`src/sv/prsi_pkg.sv`:
```
`timescale 1ns / 1ps

package prsi_pkg;

    // Request codes
    localparam logic [7:0] OP_ON    = 8'hAA;
    localparam logic [7:0] OP_OFF   = 8'h55;

    // Rail selects
    localparam logic [7:0] RAIL_PRE = 8'h01;
    localparam logic [7:0] RAIL_SW4 = 8'h02;
    localparam logic [7:0] RAIL_SW5 = 8'h03;
    localparam logic [7:0] RAIL_SW6 = 8'h04;
    localparam logic [7:0] RAIL_SW1 = 8'h05;
    localparam logic [7:0] RAIL_SW2 = 8'h06;
    localparam logic [7:0] RAIL_SW3 = 8'h07;
    localparam logic [7:0] RAIL_ALL = 8'hFF;

    // Enable bit positions
    localparam logic [6:0] EN_PRE   = 7'h01;
    localparam logic [6:0] EN_SW4   = 7'h02;
    localparam logic [6:0] EN_SW5   = 7'h04;
    localparam logic [6:0] EN_SW6   = 7'h08;
    localparam logic [6:0] EN_SW1   = 7'h10;
    localparam logic [6:0] EN_SW2   = 7'h20;
    localparam logic [6:0] EN_SW3   = 7'h40;
    localparam logic [6:0] LOW_FOUR = 7'h0F;

    // Status codes
    localparam logic [2:0] ST_DONE    = 3'd0;
    localparam logic [2:0] ST_REFUSED = 3'd1;
    localparam logic [2:0] ST_PREREQ  = 3'd2;
    localparam logic [2:0] ST_BADRAIL = 3'd3;
    localparam logic [2:0] ST_BADOP   = 3'd4;

    typedef struct packed {
        logic [2:0] status;
        logic [6:0] rails;
    } t_result;

    // One request against the current rail set
    function automatic t_result step(input logic [7:0] op, input logic [7:0] rail,
                                     input logic [6:0] s);
        t_result    res;
        logic [6:0] bit_sel;
        begin
            res.status = ST_BADOP;
            res.rails  = s;
            bit_sel    = '0;
            case (rail)
                RAIL_PRE: bit_sel = EN_PRE;
                RAIL_SW4: bit_sel = EN_SW4;
                RAIL_SW5: bit_sel = EN_SW5;
                RAIL_SW6: bit_sel = EN_SW6;
                RAIL_SW1: bit_sel = EN_SW1;
                RAIL_SW2: bit_sel = EN_SW2;
                RAIL_SW3: bit_sel = EN_SW3;
                default:  bit_sel = '0;
            endcase
            if (op == OP_ON) begin
                case (rail)
                    RAIL_PRE: begin
                        if (s == 7'h00) begin
                            res.status = ST_DONE;
                            res.rails  = EN_PRE;
                        end else begin
                            res.status = ST_REFUSED;
                        end
                    end
                    RAIL_SW4: begin
                        if (s == EN_PRE) begin
                            res.status = ST_DONE;
                            res.rails  = s | EN_SW4;
                        end else begin
                            res.status = (s == 7'h00) ? ST_PREREQ : ST_REFUSED;
                        end
                    end
                    RAIL_SW5: begin
                        if (s == 7'h03 || s == 7'h0B) begin
                            res.status = ST_DONE;
                            res.rails  = s | EN_SW5;
                        end else begin
                            res.status = (s < 7'h03) ? ST_PREREQ : ST_REFUSED;
                        end
                    end
                    RAIL_SW6: begin
                        if (s == 7'h03 || s == 7'h07) begin
                            res.status = ST_DONE;
                            res.rails  = s | EN_SW6;
                        end else begin
                            res.status = (s < 7'h03) ? ST_PREREQ : ST_REFUSED;
                        end
                    end
                    RAIL_SW1, RAIL_SW2, RAIL_SW3: begin
                        if ((s & LOW_FOUR) == LOW_FOUR && (s & bit_sel) == 7'h00) begin
                            res.status = ST_DONE;
                            res.rails  = s | bit_sel;
                        end else begin
                            res.status = (s < LOW_FOUR) ? ST_PREREQ : ST_REFUSED;
                        end
                    end
                    default: res.status = ST_BADRAIL;
                endcase
            end else if (op == OP_OFF) begin
                case (rail)
                    RAIL_PRE: begin
                        if (s == EN_PRE) begin
                            res.status = ST_DONE;
                            res.rails  = 7'h00;
                        end else begin
                            res.status = (s > 7'h01) ? ST_PREREQ : ST_REFUSED;
                        end
                    end
                    RAIL_SW4: begin
                        if (s == 7'h03) begin
                            res.status = ST_DONE;
                            res.rails  = EN_PRE;
                        end else begin
                            res.status = (s > 7'h03) ? ST_PREREQ : ST_REFUSED;
                        end
                    end
                    RAIL_SW5, RAIL_SW6: begin
                        if ((s & bit_sel) != 7'h00 && s < EN_SW1) begin
                            res.status = ST_DONE;
                            res.rails  = s & ~bit_sel;
                        end else begin
                            res.status = (s > EN_SW1) ? ST_PREREQ : ST_REFUSED;
                        end
                    end
                    RAIL_SW1, RAIL_SW2, RAIL_SW3: begin
                        if ((s & bit_sel) != 7'h00) begin
                            res.status = ST_DONE;
                            res.rails  = s & ~bit_sel;
                        end else begin
                            res.status = ST_REFUSED;
                        end
                    end
                    RAIL_ALL: res.status = (s == 7'h00) ? ST_DONE : ST_REFUSED;
                    default:  res.status = ST_BADRAIL;
                endcase
            end
            step = res;
        end
    endfunction

endpackage

```
`src/sv/power_rail_sequence_interlock.sv`:
```
`timescale 1ns / 1ps

// Channel   Direction  Handshake                  Word
// request   in         i_in_valid / o_in_stall    i_op, i_rail
// result    out        o_out_valid / i_out_stall  o_status, o_rail_enables
//
// One request per cycle while o_in_stall is low; its result is registered.
// The rail set updates at the accepting edge, so the next request sees it.
// A two-word result buffer decouples the sides: o_in_stall rises only when
// both words are waiting. Reset (synchronous, low) clears rails and buffer.

module power_rail_sequence_interlock import prsi_pkg::*; (
    input  logic       i_clk,
    input  logic       i_rst_n,
    input  logic       i_in_valid,
    output logic       o_in_stall,
    input  logic [7:0] i_op,
    input  logic [7:0] i_rail,
    output logic       o_out_valid,
    input  logic       i_out_stall,
    output logic [2:0] o_status,
    output logic [6:0] o_rail_enables
);

    logic [6:0] r_rails;
    logic [1:0] r_count;
    t_result    r_buf0;
    t_result    r_buf1;
    t_result    n_res;
    logic       push;
    logic       pop;

    assign o_in_stall  = (r_count == 2'd2);
    assign o_out_valid = (r_count != 2'd0);
    assign push        = i_in_valid && !o_in_stall;
    assign pop         = o_out_valid && !i_out_stall;
    assign n_res       = step(i_op, i_rail, r_rails);

    // Rail set and buffer occupancy
    always_ff @(posedge i_clk) begin
        if (!i_rst_n) begin
            r_rails <= '0;
            r_count <= '0;
        end else begin
            if (push) begin
                r_rails <= n_res.rails;
            end
            r_count <= r_count + {1'b0, push} - {1'b0, pop};
        end
    end

    // Result words, head in r_buf0
    always_ff @(posedge i_clk) begin
        if (pop) begin
            r_buf0 <= (r_count == 2'd2) ? r_buf1 : n_res;
            if (push) begin
                r_buf1 <= n_res;
            end
        end else if (push) begin
            if (r_count == 2'd0) begin
                r_buf0 <= n_res;
            end else begin
                r_buf1 <= n_res;
            end
        end
    end

    assign o_status       = r_buf0.status;
    assign o_rail_enables = r_buf0.rails;

endmodule

```
`config.mk`:
```
export PLATFORM = sky130hd
export DESIGN_NAME = power_rail_sequence_interlock
export DESIGN_NICKNAME = d
export VERILOG_FILES = /design/src/sv/prsi_pkg.sv /design/src/sv/power_rail_sequence_interlock.sv
export SDC_FILE = /design/constraint.sdc
export NUM_CORES = 1
export LEC_CHECK = 0
export ABC_AREA = 1
export BUFFER_PORTS_ARGS = -buffer_cell sky130_fd_sc_hd__buf_2
export CELL_PAD_IN_SITES_DETAIL_PLACEMENT = 0
export CELL_PAD_IN_SITES_GLOBAL_PLACEMENT = 1
export CORE_MARGIN = 2
export CORE_UTILIZATION = 25
export DETAILED_ROUTE_END_ITERATION = 7
export GPL_TIMING_DRIVEN = 0
export HOLD_SLACK_MARGIN = 0.1
export PLACE_DENSITY_LB_ADDON = 0.1
export SYNTH_ARGS = -nofsm -noshare
export SYNTH_HDL_FRONTEND = slang
export SYNTH_SLANG_ARGS = --single-unit
```
`constraint.sdc`:
```
create_clock -name i_clk -period 2.95 [get_ports i_clk]
set_input_delay 0.4425 -clock i_clk [delete_from_list [all_inputs] [get_ports i_clk]]
set_output_delay 0.4425 -clock i_clk [all_outputs]
set_load 0.02 [all_outputs]
```
==> out/results.ini <==
[run_status]
status=completed

[global_routing]
grt_pass1_vias=1894
grt_start_max_net_pins=11
grt_pass1_wl_um=9350
antenna_found_initial=0
grt_usage_pct=13.7
gr-total-overflow=0

[layout]
finalNetCount=359
layout-drive-gt1-share_pct=19.5
area_delta_synth_final_pct=17.9
fillerInstances=890
diodes=0

[worst_hold_path]
hold_path_depth=3
hold_class=input pin to flip-flop
whs_endpoint=r_count[0]
min_from=i_rst_n

[power_and_ir_drop]
peakVddDrop_uv=419
power_leakage_uw=0.00115
powerDensity_nw_per_um2=639
power_uw=1540

[floorplanning]
die_area_um2=8910
die_w_um=94.4
fp-row-count=32
core-area_um2=7810
start_util_pct=26.2
io_pins=32
die_h_um=94.4

[place]
gp_congestion=0.774
dp.final_hpwl_um=4480
io_buffers=31

[critical_path]
reg2reg_depth=5
crit_chain=inv_1 -> nor2_1 -> nor2_1 -> inv_1 -> nor2_1
reg2reg_to=r_buf1[1]
cp_max_fo=10
start_kind=flip-flop
cp_data_required_time_ps=2850
cpMostUsedCell=nor2_1
crit_path_top_delay_cell=nor2_1
arrival_ps=2210
reg2reg_slack_ps=640
critPathCaptureType=flip-flop
cpPeakStageDelay_ps=730
reg2reg_from=r_count[1]
critPathKind=flip-flop to flip-flop

[synthesis]
yosysWarnings=0
synth_top_area_share_pct=29.4
syn-cell-area_um2=2040
async_reset_ff_share_pct=0
synth_commonest_cells=82 x nand2_1, 46 x inv_1, 35 x nor2_1
synth-seq-area-share_pct=38.2
synth_edf_count=20
synth_area_per_cell_um2=6.83
synth_top_area_cell=edfxtp_1
syn-num-nets=321
synth_area_leaders=edfxtp_1 29%, nand2_1 15%, dfxtp_1 8.8%, inv_1 8.5%, nand3_1 6.6%
synth_seq_cells=29
synth_flop_cell=edfxtp_1
synthCells=299
synth_most_common_cell=nand2_1
synthDistinctLibCells=26

[clock_tree]
numCtsBuffers=5
clk_pin_slew_worst_paths_ps=60
cts-root-buf=clkbuf_8
cts_hold_buffers=0
cts_sinks=29
clkLatencyLatePin_ps=280
post-cts-setup-buffers=0
cts_tree=yes
cts_max_path_buffers=2
h-tree-depth=2
postCtsResizedCells=0

[detailed_routing]
wl_um=5680
drc=0
wl_per_cell_um=12.9
drt_first_pass_iters=4
vias_per_cell=4.48
vias=1970
drt_iter0_markers=112
ant_nets=0

[sta]
setup_tns_ps=0
rsz0062_at_grt=false
finalMaxSlewViolations=0
finalClockSkew_ps=4.64
max_slew.worst_pin.slew_ps=1010
relSlewSlack_pct=32.6
setup_viol_count_final=0
period_share_pct=78.3
finalHoldViolations=0
min_period_ps=2310
timing.fmax_mhz=433

[flow_run]
maxCapViolCount=0

==> kinds of logic after synthesis <==
| family | Yosys count | synth area share, % |
|---|---|---|
| compound gates | 40 | 10.5 |
| fa+ha+maj | 2 | 1.23 |
| simple gates | 175 | 40.0 |
| flops | 29 | 38.2 |
| xor+xnor | 1 | 0.429 |
| buf+inv | 52 | 9.62 |
==> power breakdown <==
| group | internal, uW | total, uW | switching [uW] | leakage (uW) |
|---|---|---|---|---|
| logic | 159 | 563 | 405 | 0.000843 |
| registers | 598 | 658 | 60.7 | 0.000265 |
| clock network | 163 | 316 | 153 | 0.0000450 |
| total | 920 | 1540 | 618 | 0.00115 |
==> cell type report <==
class | instances | area [um2] | area share (%)
multi-input combinational | 218 | 1060 | 44.2
tap | 102 | 128 | 5.30
clock inverter | 2 | 10.0 | 0.416
sequential | 29 | 781 | 32.4
timing repair buffer | 31 | 155 | 6.44
buffer | 2 | 8.76 | 0.364
inverter | 50 | 188 | 7.80
clock buffer | 6 | 72.6 | 3.01
==> metal layers <==
metal  GRT usage (%)  vias up  wire length (um)
met5               0        -                 0
met4            3.02        0                53
met3            3.03        6               297
met2            21.8       43              2470
met1            19.0      884              2860
li1                -     1037                 -
==> critical path, delay by kind of cell (launching register included) <==
| kind | cells | cell delay [ps] |
|---|---|---|
| buffers and inverters | 2 | 350 |
| DFF | 1 | 330 |
| and+or+nand+nor | 3 | 1250 |
==> flip-flops by register name, indices dropped and copies added (netlist names) <==
register,count
r_rails,7
r_buf1,10
o_status,3
r_count,2
o_rail_enables,7
==> stage by stage <==
step / hold slack, ps / area [um2] / util (%) / setup WS [ps] / cells
floorplan: 444 / 2040 / - / 999 / 299
global placement: 470 / 2320 / 29.8 / 439 / 432
detailed placement: 470 / 2320 / 29.8 / 422 / 432
CTS: 435 / 2410 / 30.8 / 546 / 440
global route: 441 / 2410 / 30.8 / 354 / 440
finish: 434 / 2410 / 30.8 / 640 / 440
==> worst max path at each step <==
stage,cells past startpoint,from,slack [ps],end
floorplan,10,r_count[1],1000,r_count[1]
global placement,5,i_in_valid,440,r_buf1[6]
detailed placement,5,i_in_valid,420,r_buf1[6]
CTS,4,r_count[0],550,r_buf1[0]
global route,4,r_count[0],350,r_buf1[0]
finish,5,r_count[1],640,r_buf1[1]
==> cells in the final DEF, fill, tap and decap left out <==
cell type	Yosys	routed
buf_2	1	32
nand3_2	2	2
nor2_2	7	7
nor2_4	6	6
clkbuf_1	1	2
o31ai_1	1	1
o21bai_1	2	2
clkbuf_8	0	5
inv_2	4	4
o21ai_0	16	16
nand2_2	5	5
o21ai_1	5	5
dfxtp_1	9	9
clkinv_2	0	2
edfxtp_1	20	20
o2111ai_1	1	1
nand2_4	2	2
inv_1	46	46
nor3_2	1	1
xor2_1	1	1
a21oi_1	13	13
nand3_1	27	27
nor2_1	35	35
ha_1	2	2
nand4_1	6	6
nor3_1	2	2
nand2_1	82	82
a31oi_1	2	2
Note: power is estimated with default switching activity, not from simulation.
